--- src/design/mdc_pkg.sv ---
// shared types and constants for the microcoded datapath cycle unit
`default_nettype none

package mdc_pkg;

	localparam int unsigned DATA_W    = 32;
	localparam int unsigned BYTE_W    = 8;
	localparam int unsigned NUM_REGS  = 9;
	localparam int unsigned SHIFT_L   = 8;
	localparam int unsigned CTL_W     = 8;
	localparam int unsigned SEL_W     = 4;

	// alu function codes
	typedef enum logic [1:0] {
		FN_AND  = 2'd0,
		FN_OR   = 2'd1,
		FN_NOTB = 2'd2,
		FN_ADD  = 2'd3
	} alu_fn_t;

	// control field, msb first, same bit order as alu_control
	typedef struct packed {
		logic    sll8;
		logic    sra1;
		alu_fn_t fn;
		logic    ena;
		logic    enb;
		logic    inva;
		logic    inc;
	} alu_ctl_t;

	// b bus select codes
	localparam logic [SEL_W-1:0] BSEL_MDR   = 4'd0;
	localparam logic [SEL_W-1:0] BSEL_PC    = 4'd1;
	localparam logic [SEL_W-1:0] BSEL_MBRU  = 4'd2;
	localparam logic [SEL_W-1:0] BSEL_MBR   = 4'd3;
	localparam logic [SEL_W-1:0] BSEL_SP    = 4'd4;
	localparam logic [SEL_W-1:0] BSEL_LV    = 4'd5;
	localparam logic [SEL_W-1:0] BSEL_CPP   = 4'd6;
	localparam logic [SEL_W-1:0] BSEL_TOS   = 4'd7;
	localparam logic [SEL_W-1:0] BSEL_OPC   = 4'd8;

	// register file slots, also the write mask bit positions
	localparam int unsigned REG_H   = 0;
	localparam int unsigned REG_OPC = 1;
	localparam int unsigned REG_TOS = 2;
	localparam int unsigned REG_CPP = 3;
	localparam int unsigned REG_LV  = 4;
	localparam int unsigned REG_SP  = 5;
	localparam int unsigned REG_PC  = 6;
	localparam int unsigned REG_MDR = 7;
	localparam int unsigned REG_MAR = 8;

endpackage

`default_nettype wire

--- src/design/mdc_regfile.sv ---
// datapath register file, byte register and b bus selection
`default_nettype none

module mdc_regfile (
	input  wire logic                              clk,
	input  wire logic                              arst_n,
	input  wire logic                              cfg_we,
	input  wire logic [mdc_pkg::BYTE_W-1:0]        cfg_byte,
	input  wire logic                              wr_en,
	input  wire logic [mdc_pkg::NUM_REGS-1:0]      wr_mask,
	input  wire logic [mdc_pkg::DATA_W-1:0]        wr_data,
	input  wire logic [mdc_pkg::SEL_W-1:0]         b_sel,
	output logic      [mdc_pkg::DATA_W-1:0]        h_data,
	output logic      [mdc_pkg::DATA_W-1:0]        b_data
);

	logic [mdc_pkg::DATA_W-1:0] regs_q [mdc_pkg::NUM_REGS];
	logic [mdc_pkg::BYTE_W-1:0] byte_q;

	always_ff @(posedge clk or negedge arst_n) begin
		if (!arst_n) begin
			for (int i = 0; i < mdc_pkg::NUM_REGS; i++) begin
				regs_q[i] <= '0;
			end
			byte_q <= '0;
		end else begin
			if (cfg_we) begin
				byte_q <= cfg_byte;
			end
			for (int i = 0; i < mdc_pkg::NUM_REGS; i++) begin
				if (wr_en && wr_mask[i]) begin
					regs_q[i] <= wr_data;
				end
			end
		end
	end

	assign h_data = regs_q[mdc_pkg::REG_H];

	always_comb begin
		unique case (b_sel)
			mdc_pkg::BSEL_MDR:  b_data = regs_q[mdc_pkg::REG_MDR];
			mdc_pkg::BSEL_PC:   b_data = regs_q[mdc_pkg::REG_PC];
			mdc_pkg::BSEL_MBRU: b_data = {{(mdc_pkg::DATA_W-mdc_pkg::BYTE_W){1'b0}}, byte_q};
			mdc_pkg::BSEL_MBR:  b_data = {{(mdc_pkg::DATA_W-mdc_pkg::BYTE_W){byte_q[mdc_pkg::BYTE_W-1]}},
				byte_q};
			mdc_pkg::BSEL_SP:   b_data = regs_q[mdc_pkg::REG_SP];
			mdc_pkg::BSEL_LV:   b_data = regs_q[mdc_pkg::REG_LV];
			mdc_pkg::BSEL_CPP:  b_data = regs_q[mdc_pkg::REG_CPP];
			mdc_pkg::BSEL_TOS:  b_data = regs_q[mdc_pkg::REG_TOS];
			mdc_pkg::BSEL_OPC:  b_data = regs_q[mdc_pkg::REG_OPC];
			default:            b_data = '0;
		endcase
	end

endmodule

`default_nettype wire

--- src/design/mdc_alu.sv ---
// alu and shifter
`default_nettype none

module mdc_alu (
	input  wire mdc_pkg::alu_ctl_t            ctl,
	input  wire logic [mdc_pkg::DATA_W-1:0]   h_data,
	input  wire logic [mdc_pkg::DATA_W-1:0]   b_data,
	output logic      [mdc_pkg::DATA_W-1:0]   result,
	output logic                              carry
);

	logic [mdc_pkg::DATA_W-1:0] a_op;
	logic [mdc_pkg::DATA_W-1:0] b_op;
	logic [mdc_pkg::DATA_W-1:0] alu_out;
	logic [mdc_pkg::DATA_W:0]   sum;

	always_comb begin
		a_op = ctl.ena ? h_data : '0;
		if (ctl.inva) begin
			a_op = ~a_op;
		end
		b_op = ctl.enb ? b_data : '0;
		sum  = {1'b0, a_op} + {1'b0, b_op} + {{mdc_pkg::DATA_W{1'b0}}, ctl.inc};

		carry = 1'b0;
		unique case (ctl.fn)
			mdc_pkg::FN_AND:  alu_out = a_op & b_op;
			mdc_pkg::FN_OR:   alu_out = a_op | b_op;
			mdc_pkg::FN_NOTB: alu_out = ~b_op;
			mdc_pkg::FN_ADD: begin
				alu_out = sum[mdc_pkg::DATA_W-1:0];
				carry   = sum[mdc_pkg::DATA_W];
			end
			default:          alu_out = '0;
		endcase

		// sll8 wins over sra1
		if (ctl.sll8) begin
			result = alu_out << mdc_pkg::SHIFT_L;
		end else if (ctl.sra1) begin
			result = {alu_out[mdc_pkg::DATA_W-1], alu_out[mdc_pkg::DATA_W-1:1]};
		end else begin
			result = alu_out;
		end
	end

endmodule

`default_nettype wire

--- src/design/microcoded_datapath_cycle_unit.sv ---
// top level of the microcoded datapath cycle unit
// runs one microinstruction per item on a nine-register datapath
//
// input channel: alu_control, c_write_mask and b_select with in_valid;
//   the unit raises in_stall to hold an item off
// output channel: shifted_result and its n, z and carry flags with
//   out_valid; the receiver raises out_stall to hold a result
// config channel: cfg_valid/cfg_ready write memory_byte_value into the
//   byte register; cfg_ready is always high, write only while idle
// path: an accepted item lands in the input register, then its result loads
//   into the result register, which drives the output
// throughput: one item per clock while the receiver does not stall; register
//   read, alu, shift and write-back all happen between the input and result
//   registers, so the next item sees the previous item's writes
// receiver stall: the result register holds; the input register takes an item
//   only while empty, then in_stall rises until the result is taken
// reset: all datapath registers and the byte register clear to zero,
//   both pipeline registers empty
`default_nettype none

module microcoded_datapath_cycle_unit (
	input  wire logic                             clk,
	input  wire logic                             arst_n,
	// input channel
	input  wire logic                             in_valid,
	output logic                                  in_stall,
	input  wire logic [mdc_pkg::CTL_W-1:0]        alu_control,
	input  wire logic [mdc_pkg::NUM_REGS-1:0]     c_write_mask,
	input  wire logic [mdc_pkg::SEL_W-1:0]        b_select,
	// config channel
	input  wire logic                             cfg_valid,
	output logic                                  cfg_ready,
	input  wire logic [mdc_pkg::BYTE_W-1:0]       memory_byte_value,
	// output channel
	output logic                                  out_valid,
	input  wire logic                             out_stall,
	output logic      [mdc_pkg::DATA_W-1:0]       shifted_result,
	output logic                                  negative_flag,
	output logic                                  zero_flag,
	output logic                                  carry_out
);

	// input register
	logic                          valid_s1;
	mdc_pkg::alu_ctl_t             ctl_s1;
	logic [mdc_pkg::NUM_REGS-1:0]  mask_s1;
	logic [mdc_pkg::SEL_W-1:0]     bsel_s1;

	// result register
	logic                          out_valid_q;
	logic [mdc_pkg::DATA_W-1:0]    result_q;
	logic                          carry_q;

	logic                          advance;
	logic                          load_s1;
	logic [mdc_pkg::DATA_W-1:0]    h_data;
	logic [mdc_pkg::DATA_W-1:0]    b_data;
	logic [mdc_pkg::DATA_W-1:0]    alu_shifted;
	logic                          alu_carry;

	// result register free, or being emptied this edge
	assign advance  = !out_valid_q || !out_stall;
	// input register free, or its item moves on this edge
	assign load_s1  = !valid_s1 || advance;
	assign in_stall = !load_s1;
	assign cfg_ready = 1'b1;

	always_ff @(posedge clk or negedge arst_n) begin
		if (!arst_n) begin
			valid_s1 <= 1'b0;
		end else if (load_s1) begin
			valid_s1 <= in_valid;
		end
	end

	always_ff @(posedge clk) begin
		if (load_s1 && in_valid) begin
			ctl_s1  <= mdc_pkg::alu_ctl_t'(alu_control);
			mask_s1 <= c_write_mask;
			bsel_s1 <= b_select;
		end
	end

	mdc_regfile u_regfile (
		.clk      (clk),
		.arst_n   (arst_n),
		.cfg_we   (cfg_valid && cfg_ready),
		.cfg_byte (memory_byte_value),
		.wr_en    (valid_s1 && advance),
		.wr_mask  (mask_s1),
		.wr_data  (alu_shifted),
		.b_sel    (bsel_s1),
		.h_data   (h_data),
		.b_data   (b_data)
	);

	mdc_alu u_alu (
		.ctl    (ctl_s1),
		.h_data (h_data),
		.b_data (b_data),
		.result (alu_shifted),
		.carry  (alu_carry)
	);

	always_ff @(posedge clk or negedge arst_n) begin
		if (!arst_n) begin
			out_valid_q <= 1'b0;
		end else if (advance) begin
			out_valid_q <= valid_s1;
		end
	end

	always_ff @(posedge clk) begin
		if (advance && valid_s1) begin
			result_q <= alu_shifted;
			carry_q  <= alu_carry;
		end
	end

	assign out_valid      = out_valid_q;
	assign shifted_result = result_q;
	assign negative_flag  = result_q[mdc_pkg::DATA_W-1];
	assign zero_flag      = (result_q == '0);
	assign carry_out      = carry_q;

endmodule

`default_nettype wire

--- config.mk ---
export PLATFORM = sky130hd
export DESIGN_NAME = microcoded_datapath_cycle_unit
export DESIGN_NICKNAME = d
export VERILOG_FILES = /design/src/design/mdc_pkg.sv /design/src/design/mdc_regfile.sv /design/src/design/mdc_alu.sv /design/src/design/microcoded_datapath_cycle_unit.sv
export SDC_FILE = /design/constraint.sdc
export NUM_CORES = 1
export LEC_CHECK = 0
export CAP_MARGIN = 15
export CORE_AREA = 2 2 196 198
export DETAILED_ROUTE_END_ITERATION = 8
export DIE_AREA = 0 0 198 200
export DONT_BUFFER_PORTS = 1
export PLACE_DENSITY = 0.67
export SLEW_MARGIN = 10
export SYNTH_ARGS = -nofsm -noshare
export SYNTH_HDL_FRONTEND = slang
export SYNTH_HIERARCHICAL = 1
export SYNTH_SLANG_ARGS = --single-unit
--- constraint.sdc ---
create_clock -name clk -period 4.45 [get_ports clk]
set_clock_uncertainty 0.05 [all_clocks]
set_input_delay 0.445 -clock clk [delete_from_list [all_inputs] [get_ports clk]]
set_output_delay 0.445 -clock clk [all_outputs]
set_load 0.005 [all_outputs]
==> flow_summary.yaml, run 1 <==
clock_network:
  clkSinkCount: 319
  htreeDepth: 2
  numCtsBuffers: 36
  clockBufferDepth: 3
  hold_buffers: 22
  clock_latency_ns: 0.54
  path_clk_slew_ns: 0.06
  cts_tree: "yes"
  cts_root_buf: "clkbuf_16"
sta:
  maxSlewViolCount: 0
  tightest_slew_ns: 1.40
  fin_hold_ws_ns: -0.423
  rsz0062_at_grt: "true"
  relSlewSlack_pct: 6.55
  max_freq_mhz: 214
  fin_ws_ns: -0.219
  finalCritPeriodShare_pct: 105
  period_needed_ns: 4.67
  hold_violations: 266
  finalSetupViolations: 160
layout:
  multiInputGateArea_um2: 10300
  register_area_um2: 8250
  fill_cells: 2793
  syn_to_final_growth_pct: 28.6
  drive_gt1_share_pct: 45.1
  post-route-util_pct: 63.5
  nets: 1991
global_route:
  antenna_found_initial: 0
  grt_start_max_net_pins: 267
  grt_pass1_vias: 14435
  grt_usage_pct: 27.1
  grt_pass1_wl_um: 81800
  grt_overflow: 0
setup_path:
  crit_top_cell: "buf_4"
  slowest_stage: "edfxtp_1"
  cp_num_buf_inv: 7
  crit_path_max_fanout: 7
  critPathRequiredTime_ns: 4.81
  crit_family: "compound AO/OA/AOI/OAI gates"
  cpPeakStageDelay_ns: 0.43
  worstSetupPathType: "flop to flop"
  end_kind: "flop"
  crit_chain: "buf_6 > buf_4 > buf_4 > mux2_2 > a22oi_2 > o211ai_1 > nand2_1 > inv_2 > ha_4 > nand2_2 > a2111oi_4 > o21ai_2 > buf_4 > a211oi_4 > o31ai_2 > xnor2_1 > a221oi_2 > buf_4 > a22o_1 > a21oi_4 > buf_6 > mux2_4"
  startpoint_type: "flop"
  cp.arrival_ns: 5.03
synth:
  yosysWarnings: 6
  synthCells: 1650
  netlist_area_um2: 18500
  syn_avg_cell_area_um2: 11.2
  syn_nets: 1750
detailed_routing:
  ant_nets: 0
  routedWlPerCell_um: 22.7
  wirelength_um: 55200
  vias: 14467
  avgViaCountPerCell: 5.95
  drt-pass1-iter-count: 5
  first_iter_violations: 994
  route.detailed.drc: 0
floorplan:
  die_h_um: 200
  core_um2: 37400
  die-width_um: 198
  dieArea_um2: 39600
  start_util_pct: 49.4
  rows: 71
  boundaryPins: 72
status:
  status: "finished with violations"
  violations: "negative hold slack, negative setup slack"
placement:
  place.gp.congestion: 0.927
  post-dp-hpwl_um: 35300
  post-place-ws_ns: -0.484
  port-buffer-count: 0
power:
  p_leak_uw: 0.0103
  powerDensity_nw_per_um2: 501
  power.total_uw: 11900
  peakVddDrop_mv: 0.299
min_path:
  hold_path_class: "input port to async pin"
flow_run:
  max-cap-violations: 0
where the power goes:
group,switching (uW),internal (uW)
Sequential,520,3900
Combinational,2140,2330
Clock,1210,1790
Total,3870,8020
worst paths after layout:
kind                                 startpoint              endpoint  slack [ns]  cells after the start
max                                  bsel_s1[3]  u_regfile/regs_q[93]       -0.22                     22
min                                      arst_n   u_regfile/byte_q[3]       -0.42                      0
max reg2reg                          bsel_s1[3]  u_regfile/regs_q[93]       -0.22                     22
min reg2reg                            valid_s1             out_valid        0.44                      1
max in group asynchronous                arst_n  u_regfile/h_data[24]        4.31                      0
min in group clk           memory_byte_value[7]   u_regfile/byte_q[7]        0.02                      1
state kept, by name, summed over array words and instances, names as in the netlist:
name,flops
u_regfile/h_data,32
valid_s1,1
carry_out,1
bsel_s1,4
u_regfile/byte_q,8
shifted_result,32
out_valid,1
mask_s1,8
u_regfile/regs_q,224
ctl_s1,8
routing by layer:
layer,vias to the layer above,part of all wire (%),GRT usage [%]
met5,-,0,0
met4,0,3.9,11.1
met3,139,6.0,4.15
met2,521,47,45.1
met1,7342,43,35.7
li1,6465,-,-
layout by cell type, fill, tap and decap left out, types with 9 or more instances in the layout:
cell type      instances
xnor2_1               40
nor2b_1               14
clkbuf_16             44
nor4_1                 9
clkbuf_1              10
a21o_1                11
dlygate4sd3_1         22
a22oi_1               31
nor2_1                52
a221oi_2              10
buf_6                 31
a21oi_1               62
mux2_2               278
inv_2                 10
ha_4                  17
nand2b_1              11
o22a_1                 9
edfxtp_1              53
mux2i_1               40
nand2_2               15
o21ai_0               28
o211ai_1              23
dfrtp_1              266
inv_1                 72
a211oi_1              25
buf_4                270
xor2_1                10
nand2_1              101
a21oi_2               16
and3_1                11
ha_1                  45
buf_12                13
nand4_1               11
nand3_1               13
mux2_4                23
area by class of cell:
class / count / area share (%)
clock inverter: 12 / 0.548
tap: 511 / 2.69
timing repair buffer: 346 / 12.9
clock buffer: 54 / 4.51
multi-input combinational: 1104 / 43.2
inverter: 84 / 1.34
antenna: 1 / 0.0105
sequential: 319 / 34.7
per-stage QoR:
step / area, um2 / setup TNS [ns] / hold WS [ns] / cells
after floorplan: 18500 / 0 / 0.0994 / 1650
after global placement: 20400 / -48.67 / 0.116 / 2277
after detailed placement: 20400 / -56.34 / 0.114 / 2277
after CTS: 22600 / -5.57 / -0.445 / 2392
after global routing: 23700 / -49.68 / -0.440 / 2430
final: 23700 / -16.27 / -0.423 / 2431
worst reg2reg max path: cells and delay by family, from the launching register on:
kind,cells,cell delay [ns]
AOI/OAI and AO/OA,9,1.76
and+or+nand+nor,2,0.26
DFF,1,0.43
muxes,2,0.54
buffers and inverters,7,1.08
adders and majority gates,1,0.28
xor gates and xnor gates,1,0.17
repair_timing:
action	in CTS	in global routing
gates cloned	4	9
hold endpoints to repair	288	266
pin swaps	17	36
endpoints found under the setup margin	240	251
resized for setup	104	176
setup buffers	23	34
No activity file was read; power rests on OpenSTA's default activity.
==> inputs of run 2 (changes only) <==
CORE_AREA = 2 2 195 197   (was 2 2 196 198)
DIE_AREA = 0 0 197 199   (was 0 0 198 200)
SYNTH_HIERARCHICAL = unset   (was 1)
==> run 2 against run 1 <==
Against the previous run:
- the flow still finishes with violations (negative hold slack, negative setup slack)
- design area grew 1.1%
- clock-buffer cell count shrank 5
- synthesized area shrank 0.97%
- critical path depth shrank 1
- maximum frequency grew 0.62%
==> flow_summary.yaml, run 2 <==
synth:
  synth_cell_types: 99
  synth_commonest_cells: "299 x nand2_1, 266 x dfrtp_1, 164 x o21ai_0, 135 x nor2_1, 132 x a21oi_1"
  syn_nets: 2033
  synth-main-ff-cell: "dfrtp_1"
  yosysWarnings: 0
  netlist_area_um2: 18300
  synthTopCellsByArea: "dfrtp_1 36%, edfxtp_1 8.7%, nand2_1 6.1%"
  synth_seq_area_share_pct: 45.1
  syn_avg_cell_area_um2: 9.46
  synth_top_area_cell: "dfrtp_1"
  ys_ff_latch: 319
  synthCells: 1933
  synth-edff-count: 53
  async_reset_ff_share_pct: 83.4
  yosysMostFrequentCell: "nand2_1"
  synth.top_cell.area_share_pct: 36.4
layout:
  syn_to_final_growth_pct: 31.3
  fill_cells: 2881
  post-route-util_pct: 64.6
  final_cell_mix: "303 x buf_4, 290 x nand2_1, 266 x dfrtp_1"
  nets: 2326
  largest_reg_flops: 224
  final_common_cell: "buf_4"
  regMostFlops: "u_regfile.regs_q"
  drive_gt1_share_pct: 30.2
  num_antenna_cells: 0
clock_network:
  numCtsBuffers: 36
  path_clk_slew_ns: 0.06
  htreeDepth: 2
  clkSinkCount: 319
  cts_root_buf: "clkbuf_16"
  hold_buffers: 38
  cts_tree: "yes"
  clock_latency_ns: 0.56
  clockBufferDepth: 3
power:
  p_seq_share_pct: 39.3
  combPwrFrac_pct: 32.7
  p_leak_uw: 0.0104
  powerDensity_nw_per_um2: 432
  internal-power_uw: 6890
  switching_share_pct: 33.5
  clkPwrFrac_pct: 28.0
  peakVddDrop_mv: 0.385
  p_switching_uw: 3470
floorplan:
  die_h_um: 199
  dieArea_um2: 39200
  die-width_um: 197
  core_um2: 37100
  boundaryPins: 72
  start_util_pct: 49.2
  rows: 71
placement:
  port-buffer-count: 0
  post-dp-hpwl_um: 41500
  post-place-ws_ns: -0.487
  place.gp.congestion: 0.920
setup_path:
  worstSetupPathType: "flop to flop"
  cpPeakStageDelay_ns: 0.43
  slowest_stage: "edfxtp_1"
  end_kind: "flop"
  rr_startpoint: "bsel_s1[1]"
  cp.arrival_ns: 5.03
  r2r_slack_ns: -0.19
  crit_path_max_fanout: 11
  crit_chain: "buf_4 > buf_4 > or3_1 > buf_4 > buf_4 > o22ai_1 > o31ai_1 > buf_4 > inv_1 > ha_1 > nand2_2 > nor2_2 > a311o_1 > or4_1 > o211ai_1 > a21oi_2 > a211oi_2 > a21oi_2 > buf_4 > buf_12 > mux2_4"
  startpoint_type: "flop"
  r2r_cells: 21
  critPathRequiredTime_ns: 4.84
  crit_top_cell: "buf_4"
  timing.rr.end: "u_regfile.regs_q[215]"
sta:
  finalCritPeriodShare_pct: 104
  period_needed_ns: 4.64
  rsz0062_at_grt: "true"
  max_freq_mhz: 216
  relSlewSlack_pct: 16.8
  fin_hold_ws_ns: -0.468
  tightest_slew_ns: 1.25
  hold_violations: 266
  finalSetupViolations: 118
  fin_ws_ns: -0.190
  maxSlewViolCount: 0
detailed_routing:
  avgViaCountPerCell: 6.00
  wirelength_um: 61800
  routedWlPerCell_um: 22.7
  ant_nets: 0
  vias: 16359
  drt-pass1-iter-count: 5
  route.detailed.drc: 0
  first_iter_violations: 1507
global_route:
  grt_pass1_wl_um: 93100
  grt_usage_pct: 31.2
  grt_pass1_vias: 16068
  grt_start_max_net_pins: 267
  grt_overflow: 0
  antenna_found_initial: 1
status:
  violations: "negative hold slack, negative setup slack"
  status: "finished with violations"
flow_run:
  max-cap-violations: 0
min_path:
  hold_path_class: "input port to async pin"
[run 2: cell count changes in the layout (fill, tap and decap cells not counted), sizes merged, moves of 21 or more]
cell / delta
mux2: -236
a22oi: -21
buf: +34
o21ai: +127
a21oi: +58
nor2: +75
nand2: +180
[run 2: per-stage QoR]
step,power [uW],TNS [ns],area [um2],cells,hold WS [ns]
5_1_grt,10800,-36.87,24000,2727,-0.473
2_1_floorplan,5740,0,18300,1933,0.0994
4_1_cts,10100,-1.85,23300,2712,-0.479
3_3_place_gp,6780,-42.30,20700,2566,0.109
6_report,10400,-9.71,24000,2727,-0.468
3_5_place_dp,6890,-57.05,20700,2567,0.108
[run 2: cell families after synthesis]
kind of cell	synth area share [%]
AND/OR/NAND/NOR	14.7
AO/OA/AOI/OAI	19.5
flip-flops	45.1
buffers and inverters	5.64
multiplexers	8.22
adder cells (fa/ha/maj)	4.60
XOR/XNOR	2.20
other	0.0205
[run 2: worst max path at each step]
stage | start | endpoint | slack (ns) | cells past startpoint
floorplan | bsel_s1[0] | shifted_result[11] | 0.01 | 19
global placement | bsel_s1[0] | u_regfile.regs_q[116] | -0.43 | 19
detailed placement | bsel_s1[0] | u_regfile.regs_q[54] | -0.49 | 19
CTS | bsel_s1[0] | u_regfile.h_data[23] | -0.11 | 22
global route | bsel_s1[0] | u_regfile.regs_q[120] | -0.34 | 22
finish | bsel_s1[1] | u_regfile.regs_q[215] | -0.19 | 21
[run 2: timing repair]
action                                 CTS  global route
setup endpoints to repair              219           225
setup buffers                           42            14
resized for setup                      134           163
gates cloned                             2             3
pin swaps                               30            35
endpoints found under the hold margin  296           266
[run 2: power groups by stage]
stage | combinational, uW | clock [uW] | sequential, uW
6_report | 3390 | 2900 | 4080
5_1_grt | 3660 | 3040 | 4140
4_1_cts | 3100 | 2920 | 4050
3_5_place_dp | 2800 | 0 | 4090
3_3_place_gp | 2720 | 0 | 4060
2_1_floorplan | 1760 | 0 | 3970
[run 2: per-layer routing]
layer / routed length [um] / vias to the layer above / GRT usage, %
met3: 4560 / 130 / 5.37
met5: 13 / - / 0
met1: 26200 / 8091 / 42.1
li1: - / 7476 / -
met4: 2030 / 2 / 11.4
met2: 29000 / 660 / 50.8
[run 2: final cells by class]
class / count / area (um2) / area share (%)
clock buffers: 49 / 992 / 4.13
repair buffers: 391 / 3520 / 14.7
multi-input cells: 1376 / 10100 / 42.2
well taps: 474 / 593 / 2.47
inverters: 102 / 385 / 1.61
clock inverters: 16 / 134 / 0.558
flip-flops and latches: 319 / 8250 / 34.4
[run 2: worst max-delay path, delay by kind of cell (launching register included)]
family,cells,cell delay [ns]
flip-flops,1,0.43
AND/OR/NAND/NOR,4,0.97
AO/OA/AOI/OAI,7,1.28
multiplexers,1,0.25
adder cells (fa/ha/maj),1,0.26
buffers and inverters,8,1.27
==> inputs of run 3 (changes only) <==
SETUP_SLACK_MARGIN = 0.1   (was unset)
TNS_END_PERCENT = 20   (was unset)
==> run 3 against run 2 <==
Against the previous run:
- wire length decreased by 2.5%
- non-clock buffer count down 8
- power down 0.95%
- cell count is 0.37% lower
- clock-buffer cell count did not move
- flip-flop and latch count is the same
- the flow still finishes with violations (negative hold slack, negative setup slack)
- hold slack improved by 0.019 ns
- largest cell class unchanged
- critical path depth decreased by 3
- via count grew 0.17%
==> flow_summary.yaml, run 3 (synthesis gave the netlist of run 2 again) <==
layout:
  syn_to_final_growth_pct: 28.8
  register_area_um2: 8250
  multiInputGateArea_um2: 9830
  largest_reg_flops: 224
  final_cell_mix: "297 x buf_4, 294 x nand2_1, 266 x dfrtp_1"
  final_common_cell: "buf_4"
  fill_cells: 2968
  regMostFlops: "u_regfile.regs_q"
  nets: 2317
  drive_gt1_share_pct: 28.5
  num_antenna_cells: 0
sta:
  fin_ws_ns: -0.171
  setup_tns_ns: -6.36
  maxSlewViolCount: 0
  relSlewSlack_pct: 27.2
  hold_violations: 266
  finalCritPeriodShare_pct: 104
  rsz0062_at_grt: "true"
  fin_hold_ws_ns: -0.449
  tightest_slew_ns: 1.09
  max_freq_mhz: 216
  finalSetupViolations: 93
  period_needed_ns: 4.62
setup_path:
  worstSetupPathType: "flop to flop"
  crit_path_max_fanout: 7
  end_kind: "flop"
  cp.arrival_ns: 4.99
  startpoint_type: "flop"
  critPathRequiredTime_ns: 4.82
floorplan:
  die_h_um: 199
  boundaryPins: 72
  die-width_um: 197
  start_util_pct: 49.2
  core_um2: 37100
  dieArea_um2: 39200
  rows: 71
global_route:
  antenna_found_initial: 1
  grt_pass1_vias: 15761
  grt_pass1_wl_um: 90600
  grt_overflow: 0
  grt_start_max_net_pins: 267
  grt_usage_pct: 30.3
power:
  clkPwrFrac_pct: 28.9
  internal-power_uw: 6900
  p_seq_share_pct: 39.8
  switching_share_pct: 32.8
  peakVddDrop_mv: 0.389
  p_leak_uw: 0.0103
  combPwrFrac_pct: 31.3
  powerDensity_nw_per_um2: 436
  p_switching_uw: 3370
clock_network:
  clkSinkCount: 319
  cts_root_buf: "clkbuf_16"
  clock_latency_ns: 0.54
  clockBufferDepth: 3
  numCtsBuffers: 36
  path_clk_slew_ns: 0.06
  htreeDepth: 2
  cts_tree: "yes"
detailed_routing:
  met2WireLength_um: 28100
  routedWlPerCell_um: 22.2
  wirelength_um: 60200
  drt-pass1-iter-count: 6
  wl_met3_um: 4210
  first_iter_violations: 1574
  wl_met1_um: 26000
  highest_layer: "met5"
  avgViaCountPerCell: 6.03
  vias: 16386
  ant_nets: 0
  route.detailed.drc: 0
placement:
  place.gp.congestion: 0.917
  post-dp-hpwl_um: 41300
  post-place-ws_ns: -0.444
  port-buffer-count: 0
min_path:
  hold_path_class: "input port to async pin"
status:
  violations: "negative hold slack, negative setup slack"
  status: "finished with violations"
flow_run:
  max-cap-violations: 0
run 3: power by group through the flow:
| stage | clock network (uW) | registers [uW] | logic (uW) |
|---|---|---|---|
| 2_1_floorplan | 0 | 3970 | 1770 |
| 3_3_place_gp | 0 | 4060 | 2740 |
| 3_5_place_dp | 0 | 4090 | 2820 |
| 4_1_cts | 2990 | 4050 | 3010 |
| 5_1_grt | 3130 | 4150 | 3490 |
| 6_report | 2970 | 4080 | 3220 |
run 3: cell type report:
class	instances	area share, %
sequential	319	35.0
clock inverter	15	0.616
timing repair buffer	383	14.1
multi-input combinational	1375	41.7
inverter	102	1.64
tap	474	2.52
clock buffer	49	4.34
run 3: worst max-delay path, cell delays in order, from the launching register on:
cell,delay (ns)
edfxtp_1,0.54
buf_4,0.18
buf_6,0.13
and3b_2,0.29
a222oi_1,0.42
a31o_2,0.29
inv_2,0.07
ha_4,0.29
buf_4,0.12
and3_4,0.21
a31oi_4,0.08
o211ai_1,0.45
mux2i_2,0.40
a2111oi_2,0.07
buf_4,0.16
a211oi_2,0.17
a21oi_2,0.11
buf_6,0.21
mux2_4,0.26
run 3: per-layer routing:
metal	up-vias	GRT usage (%)
met1	8141	41.4
met3	147	5.24
met4	2	9.77
li1	7431	-
met5	-	0
met2	665	49.2
run 3: path summary, 6_finish.rpt:
| check | startpoint | to | slack [ns] | cells after the start |
|---|---|---|---|---|
| setup / recovery | bsel_s1[3] | u_regfile.regs_q[55] | -0.17 | 18 |
| hold / removal | arst_n | u_regfile.regs_q[254] | -0.45 | 0 |
| setup reg to reg | bsel_s1[3] | u_regfile.regs_q[55] | -0.17 | 18 |
| hold reg to reg | u_regfile.h_data[1] | u_regfile.h_data[1] | 0.43 | 2 |
| max in group asynchronous | arst_n | u_regfile.h_data[24] | 4.02 | 0 |
| min in group clk | memory_byte_value[1] | u_regfile.byte_q[1] | 0.01 | 1 |
run 3: repair_timing:
action / in CTS / in global routing
gates cloned: 2 / 2
endpoints found under the setup margin: 218 / 236
hold buffers: 27 / 1
endpoints found under the hold margin: 293 / 267
buffers inserted: 22 / 24
pin swaps: 41 / 38
gates resized for setup: 102 / 116
run 3: per-stage QoR:
step / hold slack, ns / cells / power (uW) / utilization (%) / instance area [um2]
final: -0.449 / 2717 / 10300 / 63.4 / 23600
after global routing: -0.468 / 2717 / 10800 / 63.4 / 23600
after CTS: -0.458 / 2691 / 10100 / 61.7 / 22900
after detailed placement: 0.107 / 2577 / 6910 / 56.0 / 20800
after global placement: 0.108 / 2577 / 6800 / 56.0 / 20800
after floorplan: 0.0994 / 1933 / 5740 / - / 18300
